===== config.mk =====
export PLATFORM = sky130hd
export DESIGN_NAME = stev_timing_core
export DESIGN_NICKNAME = d
export VERILOG_FILES = /design/src/rtl/core/stev_pkg.sv /design/src/rtl/core/stev_timing_core.sv
export SDC_FILE = /design/constraint.sdc
export NUM_CORES = 1
export LEC_CHECK = 0
export ABC_AREA = 1
export BUFFER_PORTS_ARGS = -buffer_cell sky130_fd_sc_hd__buf_2
export CORE_ASPECT_RATIO = 0.8
export CORE_MARGIN = 5
export CORE_UTILIZATION = 36
export CTS_CLUSTER_SIZE = 28
export DETAILED_ROUTE_END_ITERATION = 6
export PLACE_DENSITY_LB_ADDON = 0.15
export SLEW_MARGIN = 30
export SYNTH_ARGS = -nofsm -noshare
export SYNTH_HDL_FRONTEND = slang
export SYNTH_SLANG_ARGS = --single-unit

===== constraint.sdc =====
create_clock -name clk -period 5.1 [get_ports clk]
set_clock_uncertainty 0.15 [all_clocks]
set_input_delay 0 -clock clk [delete_from_list [all_inputs] [get_ports clk]]
set_output_delay 0 -clock clk [all_outputs]
set_load 0.005 [all_outputs]

===== src/rtl/core/stev_pkg.sv =====
// ----------------------------------------------------------------------------
// stev_pkg
// Shared types and constants for the scanline timing event unit.
// ----------------------------------------------------------------------------
package stev_pkg;

  // Field widths
  localparam int ELAPSED_W = 12;
  localparam int COUNT_W   = 14;
  localparam int WIDE_W    = 16;
  localparam int LINE_W    = 8;
  localparam int SHOWN_W   = 10;
  localparam int CFG_IDX_W = 8;
  localparam int CFG_DAT_W = 8;

  // Countdown saturation bounds (14-bit signed)
  localparam logic signed [WIDE_W-1:0] COUNT_MIN = -16'sd8192;
  localparam logic signed [WIDE_W-1:0] COUNT_MAX = 16'sd8191;
  localparam logic signed [WIDE_W-1:0] SHOWN_MAX = 16'sd1023;

  // Configuration register indexes
  typedef enum logic [CFG_IDX_W-1:0] {
    REG_HBLANK_IRQ_EN     = 8'd0,
    REG_VBLANK_IRQ_EN     = 8'd1,
    REG_LINE_MATCH_IRQ_EN = 8'd2,
    REG_TARGET_LINE       = 8'd3
  } cfg_reg_t;

  // Configuration register contents
  typedef struct packed {
    logic              hblank_irq_en;
    logic              vblank_irq_en;
    logic              line_match_irq_en;
    logic [LINE_W-1:0] target_line;
  } cfg_t;

  // One result beat
  typedef struct packed {
    logic               hblank_irq;
    logic               vblank_irq;
    logic               line_match_irq;
    logic               in_hblank;
    logic               in_vblank;
    logic               line_matches;
    logic [LINE_W-1:0]  current_line;
    logic               render_line_strobe;
    logic               vblank_start_strobe;
    logic               frame_done;
    logic [SHOWN_W-1:0] cycles_to_event;
  } result_t;

endpackage


===== src/rtl/core/stev_timing_core.sv =====
// ----------------------------------------------------------------------------
// stev_timing_core
// Countdown, line counter and status flags; one transition per step.
// ----------------------------------------------------------------------------
module stev_timing_core
  import stev_pkg::*;
#(
  parameter int DRAW_CYCLES   = 960,
  parameter int BLANK_CYCLES  = 272,
  parameter int VISIBLE_LINES = 160,
  parameter int TOTAL_LINES   = 228
) (
  input  logic                 clk,
  input  logic                 rst_n,
  input  logic                 step,
  input  logic [ELAPSED_W-1:0] elapsed,
  input  cfg_t                 cfg,
  output result_t              res
);

  localparam logic signed [WIDE_W-1:0]  DRAW_ADD  = WIDE_W'(DRAW_CYCLES);
  localparam logic signed [WIDE_W-1:0]  BLANK_ADD = WIDE_W'(BLANK_CYCLES);
  localparam logic signed [COUNT_W-1:0] DRAW_RST  = COUNT_W'(DRAW_CYCLES);
  localparam logic [LINE_W-1:0]         VIS_LINE  = LINE_W'(VISIBLE_LINES);
  localparam logic [LINE_W-1:0]         TOT_LINE  = LINE_W'(TOTAL_LINES);

  logic signed [COUNT_W-1:0] count_r, count_nxt;
  logic [LINE_W-1:0]         line_r, line_nxt;
  logic                      hblank_r, hblank_nxt;
  logic                      vblank_r, vblank_nxt;
  logic                      match_r, match_nxt;

  logic signed [WIDE_W-1:0]  diff;
  logic signed [COUNT_W-1:0] count_sub;
  logic signed [WIDE_W-1:0]  sum;
  logic signed [WIDE_W-1:0]  shown_wide;
  logic [LINE_W-1:0]         line_inc;

  // Step logic: subtract, saturate, then at most one transition
  always_comb begin
    count_nxt  = count_r;
    line_nxt   = line_r;
    hblank_nxt = hblank_r;
    vblank_nxt = vblank_r;
    match_nxt  = match_r;
    res        = '0;
    sum        = '0;
    line_inc   = line_r + LINE_W'(1);

    diff = WIDE_W'(count_r) - $signed({{(WIDE_W-ELAPSED_W){1'b0}}, elapsed});
    if (diff < COUNT_MIN) begin
      count_sub = COUNT_W'(COUNT_MIN);
    end else begin
      count_sub = diff[COUNT_W-1:0];
    end
    count_nxt = count_sub;

    if (count_sub <= 0) begin
      if (!hblank_r) begin
        // drawing -> hblank
        hblank_nxt = 1'b1;
        sum        = WIDE_W'(count_sub) + BLANK_ADD;
        res.render_line_strobe = !vblank_r;
        res.hblank_irq         = cfg.hblank_irq_en;
      end else begin
        // hblank -> next line
        hblank_nxt = 1'b0;
        sum        = WIDE_W'(count_sub) + DRAW_ADD;
        line_nxt   = line_inc;
        if (line_inc == VIS_LINE) begin
          vblank_nxt              = 1'b1;
          res.vblank_start_strobe = 1'b1;
          res.vblank_irq          = cfg.vblank_irq_en;
        end else if (line_inc == TOT_LINE) begin
          line_nxt       = '0;
          vblank_nxt     = 1'b0;
          res.frame_done = 1'b1;
        end
        match_nxt          = (line_nxt == cfg.target_line);
        res.line_match_irq = match_nxt && cfg.line_match_irq_en;
      end
      if (sum < COUNT_MIN) begin
        count_nxt = COUNT_W'(COUNT_MIN);
      end else if (sum > COUNT_MAX) begin
        count_nxt = COUNT_W'(COUNT_MAX);
      end else begin
        count_nxt = sum[COUNT_W-1:0];
      end
    end

    // Visible countdown clamped to 0..1023
    shown_wide = WIDE_W'(count_nxt);
    if (shown_wide < 0) begin
      res.cycles_to_event = '0;
    end else if (shown_wide > SHOWN_MAX) begin
      res.cycles_to_event = SHOWN_MAX[SHOWN_W-1:0];
    end else begin
      res.cycles_to_event = shown_wide[SHOWN_W-1:0];
    end

    res.in_hblank    = hblank_nxt;
    res.in_vblank    = vblank_nxt;
    res.line_matches = match_nxt;
    res.current_line = line_nxt;
  end

  // State registers advance once per step
  always_ff @(posedge clk) begin
    if (!rst_n) begin
      count_r  <= DRAW_RST;
      line_r   <= '0;
      hblank_r <= 1'b0;
      vblank_r <= 1'b0;
      match_r  <= 1'b0;
    end else if (step) begin
      count_r  <= count_nxt;
      line_r   <= line_nxt;
      hblank_r <= hblank_nxt;
      vblank_r <= vblank_nxt;
      match_r  <= match_nxt;
    end
  end

endmodule


==> results.json <==
{
  "syn_inst": 537,
  "regArea_um2": 500.5,
  "ys_types": 42,
  "via_count": 3318,
  "synth.top_cells.by_count": "nand2_1, inv_1, nor2_1, nand3_1, a21oi_1",
  "power.share.combinational_pct": 82.6,
  "cts_max_level": 1,
  "switching_share_pct": 60.55,
  "synth_area_per_cell_um2": 5.862,
  "areaGrowthSynthToFinish_pct": 11.96,
  "slew_viol_final": 0,
  "gp_congestion": 0.9362,
  "start_util_pct": 36.95,
  "yosysMostFrequentCell": "nand2_1",
  "overflow": 0,
  "drive_gt1_share_pct": 18.28,
  "maxCapViolations": 0,
  "path_clk_slew_ns": 0.10,
  "synth_xor_area_share_pct": 5.286,
  "avgViaCountPerCell": 4.795,
  "post-route-min-period_ns": 4.551,
  "dp_hpwl_um": 7244,
  "coreArea_mm2": 0.008521,
  "pwr-share-clk_pct": 5.3,
  "finalHoldViolations": 0,
  "required_ns": 4.95,
  "ys_seq_elements": 25,
  "multiInputGateArea_mm2": 0.002160,
  "setup_viol": 0,
  "fin_nets": 625,
  "dr.pass1.iters": 5,
  "design_area_mm2": 0.003525,
  "initialDrtViolationCount": 221,
  "die_y_um": 93.64,
  "netlist_area_mm2": 0.003148,
  "num_io_pins": 53,
  "ir_worst_vdd_mv": 0.3249,
  "p_leak_nw": 2.001,
  "ys_seq_area_share_pct": 15.90,
  "cts_buffers": 3,
  "drc": 0,
  "antennaDiodeCount": 0,
  "synth_nets": 581,
  "cts_tree": "done",
  "crit_fanout": 17,
  "synth_fa_ha_area_share_pct": 7.393,
  "root_buffer": "clkbuf_8",
  "nFillCells": 953,
  "wire_per_inst_um": 12.94,
  "synthSimpleGateAreaFrac_pct": 42.09,
  "crit_type": "reg2out",
  "post-place-ws_ns": 0.8990,
  "synth_top_family_by_area": "simple AND/OR/NAND/NOR gates",
  "port_buffers": 52,
  "synth_edf_count": 0,
  "power.switching_mw": 1.482,
  "yosys.area.top_type_share_pct": 17.41,
  "final_util_pct": 41.37,
  "grt_max_degree": 32,
  "cp-start-kind": "flop",
  "tns_ns": 0,
  "gr-usage-all-layers_pct": 16.91,
  "cts.sinks": 25,
  "timing.final.crit_share_pct": 89.24,
  "synth_ff_type": "dfxtp_1",
  "seqPwrFrac_pct": 12.1,
  "die_x_um": 114.6,
  "setup_ws_ns": 0.5488,
  "design.die.area_mm2": 0.01073,
  "yosys_warnings": 0,
  "fp-row-count": 30,
  "wirelength_um": 8952,
  "insertion_delay_ns": 0.28,
  "arrival_ns": 4.40,
  "intPower_mw": 0.9659,
  "synthTopCellsByArea": "nand2_1, dfxtp_1, inv_1, ha_1, nand3_1",
  "worstSetupEndpointType": "output port",
  "clk_path_buf_depth": 2,
  "synth_compound_area_share_pct": 13.83,
  "cts_resized": 0,
  "worst_slew_pin_slew_ns": 0.8347,
  "rsz0062_at_grt": "false",
  "antenna_found_initial": 0,
  "grt_pass1_wl_um": 14860,
  "status": "finished clean",
  "synthArstFlopShare_pct": 0,
  "slew_headroom_pct": 44.29,
  "synth.area.mux_share_pct": 0,
  "synth_area_leader_cell": "nand2_1",
  "worstHoldPathType": "in2reg",
  "powerDensity_mw_per_mm2": 694.6,
  "fmax_ghz": 0.2197,
  "grt_pass1_vias": 3063,
  "placement.cell_area_mm2": 0.003466,
  "drtAntennaViolNets": 0
}
power groups by stage:
stage | Clock (mW) | Sequential (mW) | Combinational, mW
2_1_floorplan | 0 | 0.272 | 1.57
3_3_place_gp | 0 | 0.302 | 1.98
3_5_place_dp | 0 | 0.302 | 1.99
4_1_cts | 0.129 | 0.297 | 2.01
5_1_grt | 0.136 | 0.304 | 2.27
6_report | 0.129 | 0.297 | 2.02
registers in the layout, summed over array words and instances, names as in the netlist:
register,cells
count_r,14
hblank_r,1
match_r,1
line_r,8
vblank_r,1
cell families (layout without fill, tap and decap cells):
kind of cell / after synthesis / count (layout)
simple gates: 273 / 273
buf+inv: 121 / 164
compound gates: 81 / 81
flops: 25 / 25
xor+xnor: 19 / 19
fa+ha+maj: 18 / 18
repair_timing:
action                                  CTS  global route
setup buffers                             0             0
endpoints found under the setup margin    0             0
endpoints found under the hold margin     8             0
hold buffers                              1             0
per-stage QoR:
stage          total power [mW]  hold slack (ns)  std cells
3_3_place_gp              2.279           0.1275        687
2_1_floorplan             1.841         -0.07929        537
4_1_cts                   2.433         0.006062        692
5_1_grt                   2.711          0.02104        692
6_report                  2.448        0.0003220        692
3_5_place_dp              2.296           0.1304        687
worst max-delay path, cell delays in order, from the launching register on:
cell and delay (ns):
dfxtp_1 0.34, inv_1 0.04, ha_1 0.19, fa_1 0.36, inv_1 0.11, nand2_1 0.06
nand3_1 0.10, nand2_1 0.06, nand2_1 0.08, nand2_1 0.08, nand3_4 0.21, inv_2 0.11
nor2_1 0.27, ha_1 0.25, nand2_1 0.07, nand2_1 0.06, nand2_1 0.05, nand2_1 0.12
nand3_2 0.13, nand2_1 0.40, nand3_2 0.31, nand2_1 0.14, a21oi_1 0.07, buf_4 0.20
nand3_2 0.08, nand2_1 0.05, inv_1 0.07, buf_2 0.10
path summary, 6_finish.rpt:
check	startpoint	endpoint	cells past startpoint	slack, ns
worst min-delay path	step	count_r[0]	2	0.0003
worst max register to register	count_r[0]	count_r[11]	25	0.89
worst min register to register	count_r[6]	count_r[6]	2	0.36
worst max-delay path	count_r[0]	res[6]	27	0.55
final cells by class:
cell class | instances | area share, %
timing repair buffer | 54 | 7.881
multi-input combinational | 391 | 61.27
sequential | 25 | 14.20
clock inverter | 1 | 0.2130
clock buffer | 3 | 1.171
inverter | 106 | 11.29
tap | 112 | 3.976
placed cells by master, fill, tap and decap left out, types with 2 or more instances in the layout:
| master | instances |
|---|---|
| a21oi_1 | 30 |
| a21oi_2 | 2 |
| a31oi_1 | 3 |
| buf_2 | 52 |
| clkbuf_8 | 3 |
| dfxtp_1 | 25 |
| ha_1 | 17 |
| inv_1 | 97 |
| inv_2 | 8 |
| nand2_1 | 146 |
| nand2_2 | 9 |
| nand2_4 | 2 |
| nand3_1 | 33 |
| nand3_2 | 16 |
| nand3_4 | 2 |
| nand3b_1 | 2 |
| nand4_1 | 9 |
| nor2_1 | 38 |
| nor3_1 | 5 |
| nor3_2 | 2 |
| o211ai_1 | 3 |
| o21ai_0 | 21 |
| o21ai_1 | 18 |
| or2_2 | 3 |
| xnor2_1 | 11 |
| xor2_1 | 8 |
layer usage:
| metal | track usage (%) | part of all wire [%] | vias to the layer above |
|---|---|---|---|
| li1 | - | - | 1772 |
| met1 | 26.71 | 55 | 1475 |
| met2 | 24.90 | 40 | 67 |
| met3 | 1.294 | 4.3 | 4 |
| met4 | 2.770 | 0.83 | 0 |
| met5 | 0 | 0 | - |
No activity file was read; power rests on OpenSTA's default activity.
