<file path="src/rtl/core/stev_pkg.sv">
// ----------------------------------------------------------------------------
// stev_pkg
// Shared types and constants for the scanline timing event unit.
// ----------------------------------------------------------------------------
package stev_pkg;

  // Field widths
  localparam int ELAPSED_W = 12;
  localparam int COUNT_W   = 14;
  localparam int WIDE_W    = 16;
  localparam int LINE_W    = 8;
  localparam int SHOWN_W   = 10;
  localparam int CFG_IDX_W = 8;
  localparam int CFG_DAT_W = 8;

  // Countdown saturation bounds (14-bit signed)
  localparam logic signed [WIDE_W-1:0] COUNT_MIN = -16'sd8192;
  localparam logic signed [WIDE_W-1:0] COUNT_MAX = 16'sd8191;
  localparam logic signed [WIDE_W-1:0] SHOWN_MAX = 16'sd1023;

  // Configuration register indexes
  typedef enum logic [CFG_IDX_W-1:0] {
    REG_HBLANK_IRQ_EN     = 8'd0,
    REG_VBLANK_IRQ_EN     = 8'd1,
    REG_LINE_MATCH_IRQ_EN = 8'd2,
    REG_TARGET_LINE       = 8'd3
  } cfg_reg_t;

  // Configuration register contents
  typedef struct packed {
    logic              hblank_irq_en;
    logic              vblank_irq_en;
    logic              line_match_irq_en;
    logic [LINE_W-1:0] target_line;
  } cfg_t;

  // One result beat
  typedef struct packed {
    logic               hblank_irq;
    logic               vblank_irq;
    logic               line_match_irq;
    logic               in_hblank;
    logic               in_vblank;
    logic               line_matches;
    logic [LINE_W-1:0]  current_line;
    logic               render_line_strobe;
    logic               vblank_start_strobe;
    logic               frame_done;
    logic [SHOWN_W-1:0] cycles_to_event;
  } result_t;

endpackage

</file>
<file path="src/rtl/core/stev_cfg_regs.sv">
// ----------------------------------------------------------------------------
// stev_cfg_regs
// Interrupt enables and target line, written one register per beat.
// ----------------------------------------------------------------------------
module stev_cfg_regs
  import stev_pkg::*;
(
  input  logic                 clk,
  input  logic                 rst_n,
  input  logic                 wr_en,
  input  logic [CFG_IDX_W-1:0] wr_index,
  input  logic [CFG_DAT_W-1:0] wr_data,
  output cfg_t                 cfg
);

  cfg_t cfg_r;
  cfg_t cfg_nxt;

  // Decode write; unknown indexes are dropped
  always_comb begin
    cfg_nxt = cfg_r;
    if (wr_en) begin
      unique case (wr_index)
        REG_HBLANK_IRQ_EN:     cfg_nxt.hblank_irq_en     = wr_data[0];
        REG_VBLANK_IRQ_EN:     cfg_nxt.vblank_irq_en     = wr_data[0];
        REG_LINE_MATCH_IRQ_EN: cfg_nxt.line_match_irq_en = wr_data[0];
        REG_TARGET_LINE:       cfg_nxt.target_line       = wr_data[LINE_W-1:0];
        default:               cfg_nxt = cfg_r;
      endcase
    end
  end

  always_ff @(posedge clk) begin
    if (!rst_n) begin
      cfg_r <= '0;
    end else begin
      cfg_r <= cfg_nxt;
    end
  end

  assign cfg = cfg_r;

endmodule

</file>
<file path="config.mk">
export PLATFORM = sky130hd
export DESIGN_NAME = stev_cfg_regs
export DESIGN_NICKNAME = d
export VERILOG_FILES = /design/src/rtl/core/stev_pkg.sv /design/src/rtl/core/stev_cfg_regs.sv
export SDC_FILE = /design/constraint.sdc
export NUM_CORES = 1
export LEC_CHECK = 0
export BUFFER_PORTS_ARGS = -buffer_cell sky130_fd_sc_hd__buf_2
export CAP_MARGIN = 10
export CORE_AREA = 2 2 39 41
export CTS_CLUSTER_SIZE = 28
export DETAILED_ROUTE_END_ITERATION = 8
export DIE_AREA = 0 0 41 43
export PLACE_DENSITY = 0.72
export SYNTH_ARGS = -nofsm -noshare
export SYNTH_HDL_FRONTEND = slang
export SYNTH_SLANG_ARGS = --single-unit
</file>
<file path="constraint.sdc">
create_clock -name clk -period 1.25 [get_ports clk]
set_input_delay 0.1875 -clock clk [delete_from_list [all_inputs] [get_ports clk]]
set_output_delay 0.1875 -clock clk [all_outputs]
set_load 0.005 [all_outputs]
</file>
==> results of run 1 <==
[worst reg2reg max path: stages, from the launching register on]
cell and delay [ns]:
dfxtp_1 0.33, nand2_1 0.05, mux2i_1 0.13
[cells by family after synthesis]
kind of cell | after synthesis
multiplexers | 11
buffers and inverters | 2
AND/OR/NAND/NOR | 26
flip-flops | 11
[path summary, 6_finish.rpt]
| kind | start | to | slack [ns] | cells past startpoint |
|---|---|---|---|---|
| setup / recovery | wr_index[6] | cfg[9] | 0.34 | 5 |
| hold / removal | wr_data[6] | cfg[6] | 0.16 | 3 |
| setup reg to reg | cfg[2] | cfg[2] | 0.67 | 2 |
| hold reg to reg | cfg[6] | cfg[6] | 0.46 | 2 |
[placed cells by master (no fill, tap or decap)]
master,netlist,layout
buf_2,1,29
nor4b_4,1,1
nand4_4,1,1
nand4b_1,1,1
nor3_1,1,1
clkbuf_4,0,3
nor4_1,1,1
mux2i_1,11,11
buf_4,0,2
nand3b_1,1,1
dfxtp_1,11,11
clkbuf_1,1,1
nand3_1,1,1
nand2_1,19,19
[layer usage]
layer	vias up	track usage (%)	part of all wire, %
li1	237	-	-
met1	200	16.0	41
met2	20	18.1	49
met3	4	3.14	6.4
met4	0	14.0	3.8
met5	-	0	0
[cell type report]
| cell class | instances | area (um^2) | area share [%] |
|---|---|---|---|
| Sequential cell | 11 | 220 | 32.1 |
| Timing Repair Buffer | 31 | 160 | 23.4 |
| Multi-Input combinational cell | 37 | 259 | 37.8 |
| Tap cell | 16 | 20.0 | 2.92 |
| Clock buffer | 4 | 26.3 | 3.83 |
[power by group]
group	leakage (nW)	switching, mW	internal (mW)
clock	0.0150	0.118	0.124
sequential	0.0886	0.000191	0.351
combinational	0.291	0.0304	0.0313
[metrics by stage]
step,utilization [%],worst slack [ns]
floorplan,-,0.191
global placement,47.6,0.0648
detailed placement,47.6,0.0406
CTS,49.5,0.322
global route,49.5,0.285
finish,49.5,0.339
==> flow_metrics.py, run 1 <==
metrics = {
    "timing": {
        "report.final.hold_viol_count": 0,
        "rsz0062_at_grt": "no",
        "fin_skew_ns": 0,
        "period_needed_ns": 0.911,
        "slew_headroom_pct": 76.8,
        "timing.fmax_ghz": 1.10,
        "worstMarginPinSlew_ns": 0.344,
        "drv_slew": 0,
        "period_share_pct": 72.8,
        "setup_tns_ns": 0,
        "worst_hold_slack_ns": 0.156,
        "setup_violations": 0,
    },
    "power": {
        "power_mw": 0.654,
        "ir_drop_uv": 580,
        "p_leak_nw": 0.395,
        "power_density_mw_per_mm2": 954,
    },
    "critical_path": {
        "crit_family": "simple AND/OR/NAND/NOR gates",
        "setup.worst_path.start_class": "input port",
        "path_max_fanout": 3,
        "crit_type": "input port to flip-flop",
        "critPathRequiredTime_ns": 1.40,
        "end_kind": "flip-flop",
        "cp.arrival_ns": 1.06,
        "crit_chain": "buf_2 -> nor4b_4 -> buf_4 -> nand4b_1 -> mux2i_1",
        "cp_slowest_cell": "nor4b_4",
        "path_buf_inv": 2,
        "critPathMaxStageDelay_ns": 0.34,
    },
    "yosys": {
        "ys_ff_latch": 11,
        "synth-compound-area-share_pct": 0,
        "synth_top_family_by_area": "simple AND/OR/NAND/NOR gates",
        "synth_common_cells": "nand2_1, dfxtp_1, mux2i_1",
        "async_reset_ff_share_pct": 0,
        "synth_edf_count": 0,
        "synth-xor-area-share_pct": 0,
        "synth_fa_ha_area_share_pct": 0,
        "syn_nets": 69,
        "ys_types": 12,
        "yosys_warnings": 0,
        "ys.flop_type": "dfxtp_1",
        "synth.top_cell.area_share_pct": 45.1,
        "synth_top_cells_by_area": "dfxtp_1, mux2i_1, nand2_1",
        "synth_top_cell_by_area": "dfxtp_1",
        "postSynthCellCount": 50,
        "avgSynthCellArea_um2": 9.76,
        "synth_area_um2": 488,
        "muxShareOfSynthArea_pct": 22.6,
        "yosysSeqAreaShare_pct": 45.1,
        "yosysMostFrequentCell": "nand2_1",
        "yosys.area_share.simple_pct": 30.5,
    },
    "clock_network": {
        "cts_root_buf": "clkbuf_4",
        "clk_latency_ns": 0.27,
        "cts_setup_buffers": 0,
        "cts_resized": 0,
        "cts_buffer_depth": 2,
        "htreeDepth": 1,
        "clk_pin_slew_ns": 0.07,
        "cts_tree": "built",
        "clock-sinks": 11,
        "hold_buffers": 0,
        "numCtsBuffers": 3,
    },
    "placement": {
        "place.gp.congestion": 0.610,
        "placed_area_um2": 659,
        "io_buffer_count": 29,
        "dp.final_hpwl_um": 795,
        "dp.cells": 95,
    },
    "run_status": {
        "status": "finished clean",
    },
    "global_routing": {
        "track_usage_pct": 13.5,
        "grt_pass1_vias": 384,
        "gr-total-overflow": 0,
        "grt_pass1_wl_mm": 1.52,
        "grt_max_degree": 20,
        "antenna_found_initial": 0,
    },
    "detailed_routing": {
        "routed_wl_mm": 1.01,
        "drc": 0,
        "antenna_left": 0,
        "post_drt_wl_per_cell_um": 10.2,
        "first_iter_violations": 3,
        "vias": 461,
        "dr.pass1.iters": 4,
        "via_per_inst": 4.66,
    },
    "finish": {
        "drive_above_1_share_pct": 43.4,
        "largest_reg_flops": 11,
        "final_cells": 99,
        "design_area_um2": 686,
        "area_growth_pct": 40.5,
        "fillers": 146,
        "diodes": 0,
        "layout.nets": 103,
    },
    "floorplanning": {
        "coreArea_mm2": 0.00138,
        "die_w_um": 41,
        "dieHeight_um": 43,
        "start_util_pct": 35.3,
        "row_count": 14,
        "die-area_mm2": 0.00176,
        "ios": 30,
    },
    "run": {
        "max-cap-violations": 0,
    },
    "min_path": {
        "min-delay-path-class": "input port to flip-flop",
    },
}
Power figures use the tool's default switching activity.
==> inputs of run 2 (changes only) <==
==> constraint.sdc (replaced) <==
create_clock -name clk -period 0.9 [get_ports clk]
set_input_delay 0.135 -clock clk [delete_from_list [all_inputs] [get_ports clk]]
set_output_delay 0.135 -clock clk [all_outputs]
set_load 0.005 [all_outputs]
==> run 2 against run 1 <==
Compared with the run above:
- setup slack got worse by 0.29 ns
- register-to-register slack got worse by 0.36 ns
- via count decreased by 1.7%
- global-route usage decreased by 0.49 points
- power is 41% higher
- non-clock buffer count rose by 1
- hold slack worse by 0.051 ns
- sequential cell count unchanged
- wire length increased by 1.3%
- critical path type is now flip-flop to output port
- critical endpoint is now cfg[10]
- largest power group unchanged
- highest routed layer is now met3
==> flow_metrics.py, run 2 (synthesis gave the netlist of run 1 again) <==
metrics = {
    "power": {
        "seq_power_share_pct": 52.9,
        "p_int_mw": 0.707,
        "power_switching_mw": 0.213,
        "ir_drop_uv": 751,
        "power_frac_comb_pct": 10.3,
        "pwr-share-clk_pct": 36.8,
        "power.share.switching_pct": 23.2,
        "power_mw": 0.920,
        "power_density_mw_per_mm2": 1310,
        "p_leak_nw": 0.406,
    },
    "timing": {
        "worst_hold_slack_ns": 0.105,
        "rsz0062_at_grt": "no",
        "report.final.hold_viol_count": 0,
        "timing.fmax_ghz": 1.17,
        "setup_slack_ns": 0.0461,
        "drv_slew": 0,
        "slew_headroom_pct": 76.1,
        "fin_skew_ns": 0,
        "setup_violations": 0,
        "period_needed_ns": 0.854,
        "period_share_pct": 94.9,
        "worstMarginPinSlew_ns": 0.355,
    },
    "detailed_routing": {
        "routed_wl_mm": 1.02,
        "dr.pass1.iters": 4,
        "post_drt_wl_per_cell_um": 10.2,
        "antenna_left": 0,
        "first_iter_violations": 4,
        "via_per_inst": 4.53,
        "drc": 0,
        "vias": 453,
    },
    "critical_path": {
        "setup.worst_path.start_class": "flip-flop",
        "crit_type": "flip-flop to output port",
        "path_buf_inv": 1,
        "crit_family": "flip-flops",
        "cp_slowest_cell": "dfxtp_1",
        "critPathMaxStageDelay_ns": 0.34,
        "critPathRequiredTime_ns": 0.76,
        "cp.arrival_ns": 0.72,
        "crit_path_start": "cfg[10]",
        "path_max_fanout": 2,
        "crit_chain": "buf_2",
        "end_kind": "output port",
        "rr_startpoint": "cfg[0]",
    },
    "min_path": {
        "min-delay-path-class": "input port to flip-flop",
        "hold_path_startpoint": "wr_data[4]",
    },
    "run": {
        "max-cap-violations": 0,
    },
    "finish": {
        "layout.nets": 104,
        "layout_common_cells": "buf_2, nand2_1, mux2i_1, dfxtp_1",
        "drive_above_1_share_pct": 45.2,
        "multi_input_area_um2": 264,
        "area_growth_pct": 44.4,
        "largest_reg_flops": 11,
        "final_common_cell": "buf_2",
        "fillers": 140,
        "regArea_um2": 220,
        "diodes": 0,
    },
    "clock_network": {
        "cts_tree": "built",
        "hold_buffers": 0,
        "clk_latency_ns": 0.26,
        "cts_buffer_depth": 2,
        "numCtsBuffers": 3,
        "cts_root_buf": "clkbuf_4",
        "htreeDepth": 1,
        "cts_setup_buffers": 0,
        "clk_pin_slew_ns": 0.07,
        "clock-sinks": 11,
    },
    "floorplanning": {
        "die_w_um": 41,
        "row_count": 14,
        "dieHeight_um": 43,
        "ios": 30,
        "start_util_pct": 35.3,
        "die-area_mm2": 0.00176,
        "coreArea_mm2": 0.00138,
    },
    "run_status": {
        "status": "finished clean",
    },
    "placement": {
        "io_buffer_count": 29,
        "place.gp.congestion": 0.598,
        "dp_slack_ns": -0.269,
        "dp.final_hpwl_um": 772,
    },
    "global_routing": {
        "gr-total-overflow": 0,
        "antenna_found_initial": 0,
        "grt_pass1_wl_mm": 1.54,
        "track_usage_pct": 13.0,
        "grt_max_degree": 20,
        "grt_pass1_vias": 383,
    },
}
-- run 2: changes by cell type in the layout (fill, tap and decap cells not counted) --
cell | before | now
buf_2 | 29 | 28
buf_4 | 2 | 3
buf_6 | 0 | 1
nor3_1 | 1 | 0
nor3_2 | 0 | 1
-- run 2: cell type report --
cell class	count	area share [%]
well taps	16	2.84
multi-input cells	37	37.5
clock buffers	4	3.73
repair buffers	32	24.7
flip-flops and latches	11	31.3
-- run 2: path summary, 6_finish.rpt --
kind / end / slack (ns) / cells past startpoint
min reg2reg: cfg[2] / 0.46 / 2
max reg2reg: cfg[0] / 0.31 / 2
min: cfg[4] / 0.10 / 3
max: cfg[10] / 0.05 / 1
-- run 2: power groups by stage --
stage                     Combinational [mW]  Sequential [mW]  Clock [mW]
after global routing                   0.106            0.487       0.365
after global placement                0.0882            0.499           0
final                                 0.0944            0.487       0.339
after detailed placement              0.0899            0.499           0
after CTS                             0.0902            0.487       0.344
after floorplan                       0.0322            0.499           0
-- run 2: per-layer routing --
| layer | track usage [%] | part of all wire (%) |
|---|---|---|
| met1 | 17.7 | 44 |
| met2 | 16.9 | 48 |
| met3 | 3.14 | 7.3 |
| met4 | 10.0 | 0 |
| met5 | 0 | 0 |
-- run 2: what timing repair did --
action,4_1_cts,5_1_grt
resized for setup,0,2
hold endpoints to repair,0,0
setup endpoints to repair,0,8
-- run 2: through the flow --
stage	TNS (ns)	utilization, %	cells	instance area [um^2]
floorplan	-0.847	-	50	488
global placement	-2.34	48.2	96	667
detailed placement	-2.81	48.2	96	667
CTS	0	50.1	100	693
global route	0	50.9	100	704
finish	0	50.9	100	704
